**config.mk**
```make
export PLATFORM = sky130hd
export DESIGN_NAME = button_press_event_classifier_unit_flat
export DESIGN_NICKNAME = d
export VERILOG_FILES = /design/src/design/bpec_pkg.sv /design/src/design/bpec_if.sv /design/src/design/bpec_front.sv /design/src/design/bpec_queue.sv /design/src/design/bpec_back.sv /design/src/design/button_press_event_classifier_unit.sv /design/src/flat_wrapper.sv
export SDC_FILE = /design/constraint.sdc
export NUM_CORES = 1
export LEC_CHECK = 0
export BUFFER_PORTS_ARGS = -buffer_cell sky130_fd_sc_hd__buf_2
export CORE_ASPECT_RATIO = 2
export CORE_MARGIN = 2
export CORE_UTILIZATION = 57
export CTS_BUF_LIST = sky130_fd_sc_hd__clkbuf_16
export DETAILED_ROUTE_END_ITERATION = 8
export GPL_TIMING_DRIVEN = 0
export HOLD_SLACK_MARGIN = 0.12
export PLACE_DENSITY = 0.77
export SETUP_SLACK_MARGIN = 0.4
export SLEW_MARGIN = 10
export SYNTH_ARGS = -nofsm -noshare
export SYNTH_HDL_FRONTEND = slang
export SYNTH_SLANG_ARGS = --single-unit
```
**constraint.sdc**
```tcl
create_clock -name clk_i -period 5.1 [get_ports clk_i]
set_input_delay 1.02 -clock clk_i [delete_from_list [all_inputs] [get_ports clk_i]]
set_output_delay 1.02 -clock clk_i [all_outputs]
set_load 0.05 [all_outputs]
```
**src/design/bpec_pkg.sv**
```systemverilog
// ----------------------------------------------------------------------------
// bpec_pkg
// Shared types and constants of the button press event classifier.
// ----------------------------------------------------------------------------
package bpec_pkg;

  // field widths
  localparam int unsigned CfgWidth   = 16;
  localparam int unsigned CfgIdxW    = 3;
  localparam int unsigned ClickW     = 8;
  localparam int unsigned MaxEvents  = 3;
  localparam int unsigned EvtCntW    = 2;

  // input operations
  typedef enum logic [1:0] {
    OP_TICK  = 2'd0,
    OP_LEVEL = 2'd1,
    OP_LOCK  = 2'd2
  } op_e;

  // event kinds
  typedef enum logic [2:0] {
    KIND_SHORT_PRESS   = 3'd0,
    KIND_SHORT_RELEASE = 3'd1,
    KIND_LONG_PRESS    = 3'd2,
    KIND_LONG_RELEASE  = 3'd3,
    KIND_EXTRA_PRESS   = 3'd4,
    KIND_EXTRA_RELEASE = 3'd5,
    KIND_MULTI_CLICK   = 3'd6
  } kind_e;

  // configuration register indexes
  typedef enum logic [CfgIdxW-1:0] {
    CFG_CHANNEL_MODE  = 3'd0,
    CFG_LONG_HOLD     = 3'd1,
    CFG_EXTRA_HOLD    = 3'd2,
    CFG_CLICK_QUIET   = 3'd3,
    CFG_LONG_EN       = 3'd4,
    CFG_EXTRA_EN      = 3'd5,
    CFG_LOCK_POLARITY = 3'd6
  } cfg_idx_e;

  // channel modes and lock polarities
  localparam logic [1:0] MODE_DISABLED = 2'd0;
  localparam logic [1:0] MODE_MULTI    = 2'd3;
  localparam logic [1:0] LOCK_HIGH     = 2'd1;
  localparam logic [1:0] LOCK_LOW      = 2'd2;

  localparam logic [ClickW-1:0] ClickMax = '1;

  // reset values of the hold and quiet times
  localparam logic [CfgWidth-1:0] LongHoldRst  = 16'd500;
  localparam logic [CfgWidth-1:0] ExtraHoldRst = 16'd2000;
  localparam logic [CfgWidth-1:0] QuietRst     = 16'd300;

  // one event
  typedef struct packed {
    logic              button;
    kind_e             kind;
    logic [ClickW-1:0] clicks;
  } evt_t;

  // all events caused by one input transaction
  typedef struct packed {
    logic [EvtCntW-1:0]       count;
    evt_t [MaxEvents-1:0]     ev;
  } batch_t;

  // handshake between producer and consumer of the batch queue
  typedef struct packed {
    logic   valid;
    batch_t batch;
  } push_t;

endpackage

```
**src/design/bpec_if.sv**
```systemverilog
// ----------------------------------------------------------------------------
// bpec_in_if / bpec_out_if
// Valid/ready channels for input transactions and event transactions.
// ----------------------------------------------------------------------------
interface bpec_in_if;
  logic       valid;
  logic       ready;
  logic [1:0] operation;
  logic       which_button;
  logic       level;

  modport source (output valid, operation, which_button, level, input ready);
  modport sink   (input valid, operation, which_button, level, output ready);
endinterface

interface bpec_out_if;
  logic       valid;
  logic       ready;
  logic       event_button;
  logic [2:0] event_kind;
  logic [7:0] click_total;
  logic       last_event;

  modport source (output valid, event_button, event_kind, click_total, last_event,
                  input ready);
  modport sink   (input valid, event_button, event_kind, click_total, last_event,
                  output ready);
endinterface

```
**src/design/bpec_front.sv**
```systemverilog
// ----------------------------------------------------------------------------
// bpec_front
// Configuration registers, button state and classification of one input
// transaction per cycle (queue not full) into a batch of up to three events.
// ----------------------------------------------------------------------------
module bpec_front #(
  parameter int unsigned TIMER_WIDTH = 16
) (
  input  logic                              clk_i,
  input  logic                              rst_ni,
  input  logic                              cfg_we_i,
  input  logic [bpec_pkg::CfgIdxW-1:0]      cfg_idx_i,
  input  logic [bpec_pkg::CfgWidth-1:0]     cfg_wdata_i,
  input  logic                              in_valid_i,
  input  logic [1:0]                        in_operation_i,
  input  logic                              in_which_button_i,
  input  logic                              in_level_i,
  input  logic                              q_full_i,
  output logic                              in_ready_o,
  output bpec_pkg::push_t                   push_o
);
  import bpec_pkg::*;

  localparam int unsigned TW = TIMER_WIDTH;
  localparam int unsigned CW = (TW > CfgWidth) ? TW : CfgWidth;

  // configuration registers
  logic [1:0]          mode_q;
  logic [CfgWidth-1:0] long_hold_q, extra_hold_q, quiet_q;
  logic                long_en_q, extra_en_q;
  logic [1:0]          lock_pol_q;

  // button and click state
  logic [1:0]          pressed_q, pressed_d;
  logic [1:0]          long_q, long_d;
  logic [1:0]          extra_q, extra_d;
  logic [TW-1:0]       hold_q [2];
  logic [TW-1:0]       hold_d [2];
  logic [ClickW-1:0]   click_cnt_q, click_cnt_d;
  logic                click_run_q, click_run_d;
  logic [TW-1:0]       click_el_q, click_el_d;
  logic                locked_q, locked_d;

  logic                accept;
  logic [MaxEvents-1:0] cand_v;
  evt_t                cand_e [MaxEvents];
  batch_t              batch;
  logic [EvtCntW-1:0]  n;

  assign in_ready_o = !q_full_i;
  assign accept     = in_valid_i && !q_full_i;

  // configuration writes
  always_ff @(posedge clk_i or negedge rst_ni) begin
    if (!rst_ni) begin
      mode_q       <= MODE_DISABLED;
      long_hold_q  <= LongHoldRst;
      extra_hold_q <= ExtraHoldRst;
      quiet_q      <= QuietRst;
      long_en_q    <= 1'b0;
      extra_en_q   <= 1'b0;
      lock_pol_q   <= 2'd0;
    end else if (cfg_we_i) begin
      case (cfg_idx_e'(cfg_idx_i))
        CFG_CHANNEL_MODE:  mode_q       <= cfg_wdata_i[1:0];
        CFG_LONG_HOLD:     long_hold_q  <= cfg_wdata_i;
        CFG_EXTRA_HOLD:    extra_hold_q <= cfg_wdata_i;
        CFG_CLICK_QUIET:   quiet_q      <= cfg_wdata_i;
        CFG_LONG_EN:       long_en_q    <= cfg_wdata_i[0];
        CFG_EXTRA_EN:      extra_en_q   <= cfg_wdata_i[0];
        CFG_LOCK_POLARITY: lock_pol_q   <= cfg_wdata_i[1:0];
        default: ;
      endcase
    end
  end

  // next state and event candidates
  always_comb begin
    logic [TW-1:0] h_inc;
    logic [TW-1:0] c_inc;
    logic          b;
    pressed_d   = pressed_q;
    long_d      = long_q;
    extra_d     = extra_q;
    hold_d      = hold_q;
    click_cnt_d = click_cnt_q;
    click_run_d = click_run_q;
    click_el_d  = click_el_q;
    locked_d    = locked_q;
    cand_v      = '0;
    for (int i = 0; i < MaxEvents; i++) begin
      cand_e[i] = '{button: 1'b0, kind: KIND_SHORT_PRESS, clicks: '0};
    end
    b     = in_which_button_i;
    h_inc = '0;
    c_inc = '0;

    case (in_operation_i)
      OP_TICK: begin
        // hold check of each button, A first
        for (int k = 0; k < 2; k++) begin
          if (pressed_q[k]) begin
            h_inc     = (hold_q[k] == '1) ? hold_q[k] : hold_q[k] + TW'(1);
            hold_d[k] = h_inc;
            if (long_en_q || extra_en_q) begin
              if (!long_q[k] && CW'(h_inc) >= CW'(long_hold_q)) begin
                long_d[k] = 1'b1;
                cand_v[k] = 1'b1;
                cand_e[k] = '{button: k[0], kind: KIND_LONG_PRESS, clicks: '0};
              end else if (extra_en_q && !extra_q[k] &&
                           CW'(h_inc) >= CW'(extra_hold_q)) begin
                extra_d[k] = 1'b1;
                cand_v[k]  = 1'b1;
                cand_e[k]  = '{button: k[0], kind: KIND_EXTRA_PRESS, clicks: '0};
              end
            end
          end
        end
        // quiet time after clicks of button A
        if (mode_q == MODE_MULTI && !pressed_q[0] && click_run_q) begin
          c_inc = (click_el_q == '1) ? click_el_q : click_el_q + TW'(1);
          if (CW'(c_inc) >= CW'(quiet_q)) begin
            cand_v[2]   = 1'b1;
            cand_e[2]   = '{button: 1'b0, kind: KIND_MULTI_CLICK, clicks: click_cnt_q};
            click_run_d = 1'b0;
            click_el_d  = '0;
            click_cnt_d = '0;
          end else begin
            click_el_d = c_inc;
          end
        end
      end
      OP_LEVEL: begin
        if (mode_q != MODE_DISABLED && pressed_q[b] != in_level_i) begin
          if (in_level_i) begin
            // press
            if (!locked_q) begin
              if (mode_q == MODE_MULTI && !b) begin
                if (click_cnt_q != ClickMax) click_cnt_d = click_cnt_q + ClickW'(1);
                click_run_d = 1'b1;
                click_el_d  = '0;
              end else begin
                cand_v[0] = 1'b1;
                cand_e[0] = '{button: b, kind: KIND_SHORT_PRESS, clicks: '0};
              end
              pressed_d[b] = 1'b1;
              long_d[b]    = 1'b0;
              extra_d[b]   = 1'b0;
              hold_d[b]    = '0;
            end
          end else begin
            // release, reported at the deepest level reached
            if (extra_q[b]) begin
              cand_v[0] = 1'b1;
              cand_e[0] = '{button: b, kind: KIND_EXTRA_RELEASE, clicks: '0};
            end else if (long_q[b]) begin
              cand_v[0] = 1'b1;
              cand_e[0] = '{button: b, kind: KIND_LONG_RELEASE, clicks: '0};
            end else if (mode_q == MODE_MULTI) begin
              if (!b) begin
                click_run_d = 1'b1;
                click_el_d  = '0;
              end
            end else begin
              cand_v[0] = 1'b1;
              cand_e[0] = '{button: b, kind: KIND_SHORT_RELEASE, clicks: '0};
            end
            if ((extra_q[b] || long_q[b]) && !b) begin
              click_cnt_d = '0;
              click_run_d = 1'b0;
              click_el_d  = '0;
            end
            pressed_d[b] = 1'b0;
            long_d[b]    = 1'b0;
            extra_d[b]   = 1'b0;
            hold_d[b]    = '0;
          end
        end
      end
      OP_LOCK: begin
        if (mode_q != MODE_DISABLED && (lock_pol_q == LOCK_HIGH || lock_pol_q == LOCK_LOW)) begin
          locked_d    = in_level_i ^ (lock_pol_q == LOCK_LOW);
          pressed_d   = '0;
          long_d      = '0;
          extra_d     = '0;
          hold_d[0]   = '0;
          hold_d[1]   = '0;
          click_cnt_d = '0;
          click_run_d = 1'b0;
          click_el_d  = '0;
        end
      end
      default: ;
    endcase
  end

  // pack the candidates in order into one batch
  always_comb begin
    batch = '0;
    n     = '0;
    for (int i = 0; i < MaxEvents; i++) begin
      if (cand_v[i]) begin
        batch.ev[n] = cand_e[i];
        n           = n + EvtCntW'(1);
      end
    end
    batch.count = n;
  end

  assign push_o.valid = accept && (cand_v != '0);
  assign push_o.batch = batch;

  // state registers
  always_ff @(posedge clk_i or negedge rst_ni) begin
    if (!rst_ni) begin
      pressed_q   <= '0;
      long_q      <= '0;
      extra_q     <= '0;
      hold_q[0]   <= '0;
      hold_q[1]   <= '0;
      click_cnt_q <= '0;
      click_run_q <= 1'b0;
      click_el_q  <= '0;
      locked_q    <= 1'b0;
    end else if (accept) begin
      pressed_q   <= pressed_d;
      long_q      <= long_d;
      extra_q     <= extra_d;
      hold_q[0]   <= hold_d[0];
      hold_q[1]   <= hold_d[1];
      click_cnt_q <= click_cnt_d;
      click_run_q <= click_run_d;
      click_el_q  <= click_el_d;
      locked_q    <= locked_d;
    end
  end

endmodule

```
**src/design/bpec_queue.sv**
```systemverilog
// ----------------------------------------------------------------------------
// bpec_queue
// Two-entry queue of event batches between classifier and serializer.
// ----------------------------------------------------------------------------
module bpec_queue (
  input  logic             clk_i,
  input  logic             rst_ni,
  input  bpec_pkg::push_t  push_i,
  input  logic             pop_i,
  output logic             full_o,
  output logic             empty_o,
  output bpec_pkg::batch_t batch_o
);
  import bpec_pkg::*;

  batch_t     mem_q [2];
  logic       wr_ptr_q, rd_ptr_q;
  logic [1:0] cnt_q;
  logic       do_push, do_pop;

  assign full_o  = (cnt_q == 2'd2);
  assign empty_o = (cnt_q == 2'd0);
  assign do_push = push_i.valid && !full_o;
  assign do_pop  = pop_i && !empty_o;
  assign batch_o = mem_q[rd_ptr_q];

  // entry storage
  always_ff @(posedge clk_i) begin
    if (do_push) mem_q[wr_ptr_q] <= push_i.batch;
  end

  // pointers and fill count
  always_ff @(posedge clk_i or negedge rst_ni) begin
    if (!rst_ni) begin
      wr_ptr_q <= 1'b0;
      rd_ptr_q <= 1'b0;
      cnt_q    <= 2'd0;
    end else begin
      if (do_push) wr_ptr_q <= ~wr_ptr_q;
      if (do_pop)  rd_ptr_q <= ~rd_ptr_q;
      cnt_q <= cnt_q + 2'(do_push) - 2'(do_pop);
    end
  end

endmodule

```
**src/design/bpec_back.sv**
```systemverilog
// ----------------------------------------------------------------------------
// bpec_back
// Serializer: takes one batch from the queue and sends its events one per
// transaction, flagging the final one.
// ----------------------------------------------------------------------------
module bpec_back (
  input  logic             clk_i,
  input  logic             rst_ni,
  input  logic             q_empty_i,
  input  bpec_pkg::batch_t q_batch_i,
  output logic             q_pop_o,
  input  logic             out_ready_i,
  output logic             out_valid_o,
  output bpec_pkg::evt_t   out_evt_o,
  output logic             out_last_o
);
  import bpec_pkg::*;

  logic               busy_q;
  batch_t             cur_q;
  logic [EvtCntW-1:0] idx_q;
  logic               fire, load;

  assign out_valid_o = busy_q;
  assign out_evt_o   = cur_q.ev[idx_q];
  assign out_last_o  = (idx_q == cur_q.count - EvtCntW'(1));
  assign fire        = busy_q && out_ready_i;
  assign load        = (!busy_q || (fire && out_last_o)) && !q_empty_i;
  assign q_pop_o     = load;

  // current batch
  always_ff @(posedge clk_i) begin
    if (load) cur_q <= q_batch_i;
  end

  // event pointer and output valid
  always_ff @(posedge clk_i or negedge rst_ni) begin
    if (!rst_ni) begin
      busy_q <= 1'b0;
      idx_q  <= '0;
    end else if (load) begin
      busy_q <= 1'b1;
      idx_q  <= '0;
    end else if (fire) begin
      if (out_last_o) begin
        busy_q <= 1'b0;
      end else begin
        idx_q <= idx_q + EvtCntW'(1);
      end
    end
  end

endmodule

```
**src/design/button_press_event_classifier_unit.sv**
```systemverilog
// ----------------------------------------------------------------------------
// button_press_event_classifier_unit
// Classifies ticks, button level changes and lock changes of two buttons
// into press, release, hold and multi-click events.
//
// channel | dir | handshake          | payload
// in_i    | in  | valid/ready        | operation, which_button, level
// out_o   | out | valid/ready        | event_button, event_kind, click_total,
//         |     |                    | last_event
// cfg     | in  | cfg_we_i (no wait) | cfg_idx_i, cfg_wdata_i
//
// An input transaction is classified in the cycle it is accepted; the
// classifier takes one per cycle while the two-entry batch queue has room.
// Events leave the serializer register one per cycle while out_o is ready, so
// an input causing k events (up to three) takes k output transactions.
// Input ready drops only while the queue is full; no clearing pass after reset.
// ----------------------------------------------------------------------------
module button_press_event_classifier_unit #(
  parameter int unsigned TIMER_WIDTH = 16
) (
  input  logic                          clk_i,
  input  logic                          rst_ni,
  input  logic                          cfg_we_i,
  input  logic [bpec_pkg::CfgIdxW-1:0]  cfg_idx_i,
  input  logic [bpec_pkg::CfgWidth-1:0] cfg_wdata_i,
  bpec_in_if.sink                       in_i,
  bpec_out_if.source                    out_o
);
  import bpec_pkg::*;

  push_t  push;
  batch_t q_batch;
  logic   q_full, q_empty, q_pop;
  evt_t   evt;
  logic   last;

  // classifier
  bpec_front #(
    .TIMER_WIDTH(TIMER_WIDTH)
  ) u_front (
    .clk_i             (clk_i),
    .rst_ni            (rst_ni),
    .cfg_we_i          (cfg_we_i),
    .cfg_idx_i         (cfg_idx_i),
    .cfg_wdata_i       (cfg_wdata_i),
    .in_valid_i        (in_i.valid),
    .in_operation_i    (in_i.operation),
    .in_which_button_i (in_i.which_button),
    .in_level_i        (in_i.level),
    .q_full_i          (q_full),
    .in_ready_o        (in_i.ready),
    .push_o            (push)
  );

  // batch queue
  bpec_queue u_queue (
    .clk_i   (clk_i),
    .rst_ni  (rst_ni),
    .push_i  (push),
    .pop_i   (q_pop),
    .full_o  (q_full),
    .empty_o (q_empty),
    .batch_o (q_batch)
  );

  // serializer
  bpec_back u_back (
    .clk_i       (clk_i),
    .rst_ni      (rst_ni),
    .q_empty_i   (q_empty),
    .q_batch_i   (q_batch),
    .q_pop_o     (q_pop),
    .out_ready_i (out_o.ready),
    .out_valid_o (out_o.valid),
    .out_evt_o   (evt),
    .out_last_o  (last)
  );

  // output payload
  assign out_o.event_button = evt.button;
  assign out_o.event_kind   = evt.kind;
  assign out_o.click_total  = evt.clicks;
  assign out_o.last_event   = last;

endmodule
```
**src/flat_wrapper.sv**
```systemverilog
// flat-port wrapper written by rule: the top's interface ports become plain ports
module button_press_event_classifier_unit_flat import bpec_pkg::*;
#(
  parameter int unsigned TIMER_WIDTH = 16
)
  (clk_i, rst_ni, cfg_we_i, cfg_idx_i, cfg_wdata_i, in_i_valid, in_i_operation, in_i_which_button, in_i_level, in_i_ready, out_o_valid, out_o_event_button, out_o_event_kind, out_o_click_total, out_o_last_event, out_o_ready);
  bpec_in_if in_i_i ();
  bpec_out_if out_o_i ();
  input  logic clk_i;
  input  logic rst_ni;
  input  logic cfg_we_i;
  input  logic [bpec_pkg::CfgIdxW-1:0] cfg_idx_i;
  input  logic [bpec_pkg::CfgWidth-1:0] cfg_wdata_i;
  input wire logic [$bits(in_i_i.valid)-1:0] in_i_valid;
  input wire logic [$bits(in_i_i.operation)-1:0] in_i_operation;
  input wire logic [$bits(in_i_i.which_button)-1:0] in_i_which_button;
  input wire logic [$bits(in_i_i.level)-1:0] in_i_level;
  output wire logic [$bits(in_i_i.ready)-1:0] in_i_ready;
  output wire logic [$bits(out_o_i.valid)-1:0] out_o_valid;
  output wire logic [$bits(out_o_i.event_button)-1:0] out_o_event_button;
  output wire logic [$bits(out_o_i.event_kind)-1:0] out_o_event_kind;
  output wire logic [$bits(out_o_i.click_total)-1:0] out_o_click_total;
  output wire logic [$bits(out_o_i.last_event)-1:0] out_o_last_event;
  input wire logic [$bits(out_o_i.ready)-1:0] out_o_ready;
  assign in_i_i.valid = in_i_valid;
  assign in_i_i.operation = in_i_operation;
  assign in_i_i.which_button = in_i_which_button;
  assign in_i_i.level = in_i_level;
  assign in_i_ready = in_i_i.ready;
  assign out_o_valid = out_o_i.valid;
  assign out_o_event_button = out_o_i.event_button;
  assign out_o_event_kind = out_o_i.event_kind;
  assign out_o_click_total = out_o_i.click_total;
  assign out_o_last_event = out_o_i.last_event;
  assign out_o_i.ready = out_o_ready;
  button_press_event_classifier_unit #(.TIMER_WIDTH(TIMER_WIDTH)) u_core (.clk_i(clk_i), .rst_ni(rst_ni), .cfg_we_i(cfg_we_i), .cfg_idx_i(cfg_idx_i), .cfg_wdata_i(cfg_wdata_i), .in_i(in_i_i), .out_o(out_o_i));
endmodule
```
== After elaboration in Yosys (flattened, before gate mapping) ==
Memory sizes are Yosys's and may differ from the RTL's. A register that Yosys moved wholly into a read port is not among the register bits.
Index checks and enable logic that the tools add are counted.

* Bits in registers: 125
* Bits in writable memories: 76
* Bits of input ports: 28
* Output and inout port bits: 15
* Logic and storage cells: 307
* Memories kept: 1

{| class="wikitable"
|+ Memories
! memory !! words !! bits a word !! read ports !! clocked after memory_dff !! write ports !! RTL line !! source
|-
| u_core.u_queue.mem_q || 2 || 38 || 1 || 1 || 1 || bpec_queue.sv:16 || <nowiki>batch_t mem_q [2];</nowiki>
|}

* Add/subtract/negate cells: 10
* $lt $le $gt $ge: 14
* Equal/unequal tests: 40
* Multiplexer cells: 143
* Bitwise logic cells: 11
* Reduce and logical (&&, ||, !) cells: 65

{| class="wikitable"
|+ Operators by type and width
! cell !! count
|-
| two-way mux 16 bit || 18
|-
| two-way mux 12 bit || 15
|-
| two-way mux 32 bit || 4
|-
| one-hot mux 32 bit (3 select lines) || 1
|-
| greater-or-equal comparator 16 bit || 5
|-
| bitwise mux 36 bit || 2
|-
| two-way mux 36 bit || 2
|-
| two-way mux 8 bit || 9
|-
| two-way mux 11 bit || 6
|-
| two-way mux 1 bit || 56
|-
| adder 16 x 1 -> 16 bit, second input constant || 3
|-
| demux 12 bit (select 2 bit) || 2
|-
| equality test 16 bit, second input constant || 3
|-
| one-hot mux 16 bit (3 select lines) || 1
|-
| bitwise AND 32 bit || 1
|-
| two-way mux 2 bit || 16
|-
| inverter 32 bit || 1
|-
| inequality test 2 bit, second input constant || 13
|-
| binary-select mux 12 bit (select 2 bit) || 1
|-
| two-way mux 24 bit || 1
|-
| one-hot mux 12 bit (2 select lines) || 1
|-
| one-hot mux 8 bit (3 select lines) || 1
|-
| logical AND 1 bit || 23
|-
| AND reduction 2 bit || 9
|-
| other kinds (48) || 89
|}

== Longest topological paths before layout ==
* Word-level depth: 18
* Depth in mapped cells: 24
* Depth with buffers taken out: 22

== Hierarchy ==
From an unflattened synthesis, not the netlist that was laid out.

* Cells, all modules: 1191
* Area, all modules: 13127.6 um2

{| class="wikitable"
|+ By module, submodules not included
! module !! times used !! cells each !! area an instance (um2) !! seq. area each (um2)
|-
| bpec_front || 1 || 948 || 8509.4 || 2972.9
|-
| bpec_queue || 1 || 136 || 2986.6 || 2382.3
|-
| bpec_back || 1 || 107 || 1631.6 || 1216.2
|}

== Least setup slack after synthesis ==
OpenSTA, ideal clock, no wires.

* Path kind: reg-to-reg
* From: reg u_core.u_front.hold_q[18] (netlist name)
* To: mem u_core.u_queue.mem_q[0][0] (netlist name) (enable)
* Arrival: 4863 ps
* Data required time: 4675 ps
* Setup slack: -189 ps
* Stages on the path, launching flop included: 20
* Period minus slack after synthesis: 5289 ps
* Cells stage by stage: dfrtp_1 > buf_2 > and4_1 > and4_1 > clkbuf_1 > a21oi_1 > nand2_1 > xnor2_1 > ha_1 > and2_1 > o2111ai_1 > o21ai_0 > a21oi_1 > nor4_1 > a211o_1 > inv_1 > ha_1 > inv_1 > o21ai_1 > nor2_1

* Word-level cells in the longest chain between the ends: 14
* Elaborated cells between the ends (all ways): 17
* Classes of those cells: add/sub (1); order compare (2); eq/ne (1); mux (8); reduce/logical (5)

{| class="wikitable"
|+ RTL lines
! what !! RTL line !! source
|-
| start: declaration || bpec_front.sv:37 || <nowiki>logic [TW-1:0] hold_q [2];</nowiki>
|-
| adder 16 x 1 -> 16 bit / equality test 16 bit (equally long branches) || bpec_front.sv:103 || <nowiki>h_inc = (hold_q[k] == '1) ? hold_q[k] : hold_q[k] + TW'(1);</nowiki>
|-
| two-way mux 16 bit * || bpec_front.sv:103 ||
|-
| greater-or-equal comparator 16 bit || bpec_front.sv:111 || <nowiki>CW'(h_inc) >= CW'(extra_hold_q)) begin</nowiki>
|-
| logical AND 1 bit || bpec_front.sv:110 || <nowiki>end else if (extra_en_q && !extra_q[k] &&</nowiki>
|-
| two-way mux 1 bit || bpec_front.sv:110 ||
|-
| two-way mux 1 bit * || bpec_front.sv:106 || <nowiki>if (!long_q[k] && CW'(h_inc) >= CW'(long_hold_q)) begin</nowiki>
|-
| two-way mux 1 bit * || bpec_front.sv:105 || <nowiki>if (long_en_q || extra_en_q) begin</nowiki>
|-
| two-way mux 1 bit * || bpec_front.sv:102 || <nowiki>if (pressed_q[k]) begin</nowiki>
|-
| one-hot mux 1 bit (2 select lines) * || bpec_front.sv:98 || <nowiki>case (in_operation_i)</nowiki>
|-
| nonzero test 3 bit * || bpec_front.sv:210 || <nowiki>assign push_o.valid = accept && (cand_v != '0);</nowiki>
|-
| logical AND 1 bit * || bpec_front.sv:210 ||
|-
| logical AND 1 bit * || bpec_queue.sv:23 || <nowiki>assign do_push = push_i.valid && !full_o;</nowiki>
|-
| two-way mux 1 bit * || bpec_queue.sv:29 || <nowiki>if (do_push) mem_q[wr_ptr_q] <= push_i.batch;</nowiki>
|-
| two-way mux 1 bit (implied by the code) * || bpec_queue.sv:29 ||
|-
| end: declaration || bpec_queue.sv:16 ||
|}

Mark *: on every way between the ends. The rest lies on a longest branch, timed or not.

== Worst setup path in the final report ==
* From: reg u_core.u_front.hold_q[16] (netlist name)
* To: reg u_core.u_queue.cnt_q[1]

* Word-level cells in the longest chain between the ends: 14
* Elaborated cells between the ends (all ways): 17
* Classes of those cells: add/sub (3); order compare (2); eq/ne (1); mux (6); reduce/logical (5)

{| class="wikitable"
|+ RTL lines
! what !! RTL line !! source
|-
| adder 16 x 1 -> 16 bit / equality test 16 bit (equally long branches) || bpec_front.sv:103 ||
|-
| two-way mux 16 bit * || bpec_front.sv:103 ||
|-
| greater-or-equal comparator 16 bit || bpec_front.sv:111 ||
|-
| logical AND 1 bit || bpec_front.sv:110 ||
|-
| two-way mux 1 bit || bpec_front.sv:110 ||
|-
| two-way mux 1 bit * || bpec_front.sv:106 ||
|-
| two-way mux 1 bit * || bpec_front.sv:105 ||
|-
| two-way mux 1 bit * || bpec_front.sv:102 ||
|-
| one-hot mux 1 bit (2 select lines) * || bpec_front.sv:98 ||
|-
| nonzero test 3 bit * || bpec_front.sv:210 ||
|-
| logical AND 1 bit * || bpec_front.sv:210 ||
|-
| logical AND 1 bit * || bpec_queue.sv:23 ||
|-
| adder 2 x 1 -> 2 bit * || bpec_queue.sv:41 || <nowiki>cnt_q <= cnt_q + 2'(do_push) - 2'(do_pop);</nowiki>
|-
| subtractor 2 x 1 -> 2 bit * || bpec_queue.sv:41 ||
|-
| end signal: assignment || bpec_queue.sv:41 ||
|-
| end: declaration || bpec_queue.sv:18 || <nowiki>logic [1:0] cnt_q;</nowiki>
|}

Marks and branches as above.
A chain may end at the register's enable or synchronous reset.

==> results.tsv <==
metric	value	unit
status	finished, final reports clean	
powerDensity	419	nW/um^2
critPathMaxFanout	8	
fin_nets	1394	
holdWs	463	ps
synth_ff_type	dfrtp_1	
cp.arrival	5140	ps
r2r_slack	400	ps
final_hold_viol_count	0	
grt_pass1_vias	10156	
power_switching_share	35.9	%
synthMuxAreaShare	7.02	%
synthSimpleGateAreaFrac	14.8	%
diodes	0	
cp_cell_sequence	ha_2 -> and4_1 -> buf_6 -> nand2_2 -> buf_6 -> nand3_2 -> xnor2_2 -> ha_1 -> and2_1 -> a221oi_1 -> o21ai_1 -> a21oi_2 -> nor4_4 -> a211o_1 -> inv_2 -> ha_1 -> inv_1 -> o21ai_4 -> ha_1 -> inv_1 -> ha_2 -> xnor2_2 -> xnor2_1	
finalSetupViolCount	0	
overflow	0	
dieArea	23300	sq um
critPathCaptureType	flip-flop	
clock-sinks	227	
rows	76	
seqPwrFrac	40.2	%
grt_antenna_before_repair	0	
cp-start-kind	flip-flop	
tritoncts	built	
critical_path.top_delay_family	compound AO/OA/AOI/OAI gates	
synthAdderAreaFrac	9.46	%
p_leak	6.18	nW
yosysSeqAreaShare	49.4	%
dp_hpwl	24900	microns
critPathMaxStageDelay	460	ps
die_y	214	microns
synth_area_leader_cell	edfxtp_1	
routed-via-count	9739	
core_region_area	21600	sq um
die_w	109	microns
grt_pass1_wl	51700	microns
grt_max_degree	72	
clk_latency	520	ps
synth_top_area_share	24.4	%
initialDrtViolationCount	541	
clkPwrFrac	27.0	%
final_area	14500	sq um
period_needed	4700	ps
synth_top_family_by_area	simple AND/OR/NAND/NOR gates	
syn_area	12600	sq um
finClkSkew	18.5	ps
drc	0	
intPower	3.89	mW
seq_area	6220	sq um
synth.distinct_cells	70	
rsz0062_at_grt	yes	
cts_buffer_depth	3	
syn_avg_cell_area	10.7	sq um
fin_util	67.2	%
track_usage	28.9	%
ys_ff_latch	227	
maxCapViolCount	0	
vias_per_cell	6.25	
vdd_drop_max	0.000355	V
gp_congestion	0.962	
cp_num_buf_inv	5	
cts.htree.levels	1	
synth_edf_count	102	
drive_above_1_share	21.0	%
io_buffers	42	
p_comb_share	32.8	%
tightest_slew	766	ps
synth.area.top_cells	edfxtp_1 24%, dfrtp_1 22%, ha_1 9.5%, mux2_2 5.8%, nand2_1 3.9%	
min_period_over_period	92.1	%
worstHoldPathType	in2async	
cp_slowest_cell	dfrtp_2	
p_switching	2.18	mW
synth_compound_area_share	13.1	%
syn2layout_area_growth	15.4	%
cts-root-buf	clkbuf_16	
postCtsHoldBufs	0	
path_class	reg2reg	
start_util	58.2	%
critical_path.most_common_cell	ha_1	
wl_per_cell	21.5	microns
ios	43	
slew_viol_final	0	
max_freq	213	MHz
yosysWarningCount	0	
synthCells	1176	
synth-xor-area-share	2.65	%
wl	33400	microns
num-fill-cells	1629	
ant_nets	0	
synth_nets	1299	
cts_buffers	21	
synthArstFlopShare	55.1	%
drt_pass1_iterations	5	
maxSlewHeadroom	48.9	%
dpl_cell_area	13200	sq um
required	5540	ps
power	6.07	mW
clk_pin_slew	70	ps
multi_input_area	6270	sq um
[state kept, by name, indices dropped and copies added, names as in the netlist]
signal / flops
u_core.u_back.cur_q: 34
u_core.u_back.idx_q: 2
u_core.u_back.out_valid_o: 1
u_core.u_front.click_cnt_q: 8
u_core.u_front.click_el_q: 16
u_core.u_front.click_run_q: 1
u_core.u_front.extra_en_q: 1
u_core.u_front.extra_hold_q: 16
u_core.u_front.extra_q: 2
u_core.u_front.hold_q: 32
u_core.u_front.lock_pol_q: 2
u_core.u_front.locked_q: 1
u_core.u_front.long_en_q: 1
u_core.u_front.long_hold_q: 16
u_core.u_front.long_q: 2
u_core.u_front.mode_q: 2
u_core.u_front.pressed_q: 2
u_core.u_front.quiet_q: 16
u_core.u_queue.cnt_q: 2
u_core.u_queue.mem_q: 68
u_core.u_queue.rd_ptr_q: 1
u_core.u_queue.wr_ptr_q: 1
[cell families (layout without fill, tap and decap cells)]
logic type | count (synthesis) | after routing
AND/OR/NAND/NOR | 364 | 364
AO/OA/AOI/OAI | 257 | 257
flip-flops | 227 | 227
buffers and inverters | 115 | 224
adder cells (fa/ha/maj) | 95 | 95
multiplexers | 80 | 80
XOR/XNOR | 38 | 38
[stage by stage]
stage          instances  TNS (ps)  setup WS, ps
6_report            1558         0           400
3_5_place_dp        1495    -48090          -801
3_3_place_gp        1491    -95850         -1240
2_1_floorplan       1176         0           355
5_1_grt             1558         0           262
4_1_cts             1543         0           392
[worst reg2reg max path, delay by kind of cell (launching register included)]
family | cells | cell delay [ps]
AOI/OAI and AO/OA | 5 | 1340
adders and majority gates | 5 | 1110
and+or+nand+nor | 5 | 690
xor gates and xnor gates | 3 | 540
buffers and inverters | 5 | 500
DFF | 1 | 460
[layout by cell type (no fill, tap or decap), drive strengths merged, types with 18 or more instances in the layout]
cell,Yosys,layout
a31oi,22,22
xnor2,30,30
o21ai,94,94
mux2,65,65
nand3,35,35
and3,31,31
clkbuf,31,51
nand2b,18,18
inv,69,72
edfxtp,102,102
nor2,47,47
a22o,19,19
nand2,132,132
ha,95,95
buf,15,88
dfrtp,109,109
a21oi,43,43
nand4,21,21
[final timing paths]
path,from,to,depth (start not counted)
min,rst_ni,u_core.u_queue.cnt_q[0],1
min in group clk_i,u_core.u_front.quiet_q[14],u_core.u_front.quiet_q[14],1
max in group asynchronous,rst_ni,u_core.u_front.extra_hold_q[7],2
max reg2reg,u_core.u_front.hold_q[16],u_core.u_queue.cnt_q[1],23
max,u_core.u_front.hold_q[16],u_core.u_queue.cnt_q[1],23
min reg2reg,u_core.u_front.quiet_q[14],u_core.u_front.quiet_q[14],1
[cell usage after synthesis (3+ instances only)]
master	instances
a22o_1	19
or3_1	6
xnor2_1	30
o31ai_1	11
nand3_1	34
inv_1	69
and3_1	31
a21oi_1	43
clkbuf_1	30
o21a_1	4
buf_2	10
nor3_1	10
nand4b_1	8
dfstp_2	16
dfrtp_1	109
nor3b_1	5
o211ai_1	3
ha_1	95
mux2i_1	15
mux2_2	65
nor2_1	46
a2111oi_0	4
a21o_1	14
buf_1	4
a211oi_1	8
nand4_1	21
o21ai_0	92
a211o_1	5
a31oi_1	22
and2_1	16
xor2_1	8
nand2b_1	18
nor2b_1	5
and4_1	9
nor4_1	7
a21boi_0	3
edfxtp_1	102
nand2_1	132
or2_2	4
[layer usage]
metal	global-route usage, %	wire length [microns]
met5	0	0
met4	22.6	3030
met3	3.16	1290
met2	54.9	18500
met1	26.2	10600
[power groups by stage]
stage	registers [mW]	logic (mW)	clock network [mW]
3_3_place_gp	2.45	1.78	0
4_1_cts	2.43	1.91	1.66
2_1_floorplan	2.40	1.35	0
6_report	2.44	1.99	1.64
5_1_grt	2.47	2.20	1.72
3_5_place_dp	2.46	1.87	0
[final cells by class]
class | instances | area share [%]
Buffer | 46 | 1.48
Clock buffer | 21 | 3.62
Clock inverter | 16 | 1.23
Inverter | 69 | 1.79
Multi-Input combinational cell | 834 | 43.2
Sequential cell | 227 | 42.9
Tap cell | 273 | 2.36
Timing Repair Buffer | 72 | 3.44
[repair_timing]
action | in CTS | in global routing
resized for setup | 33 | 56
setup buffers | 11 | 15
endpoints found under the setup margin | 139 | 129
pin swaps | 4 | 17
endpoints found under the hold margin | 0 | 0
Note: power is estimated with default switching activity, not from simulation.
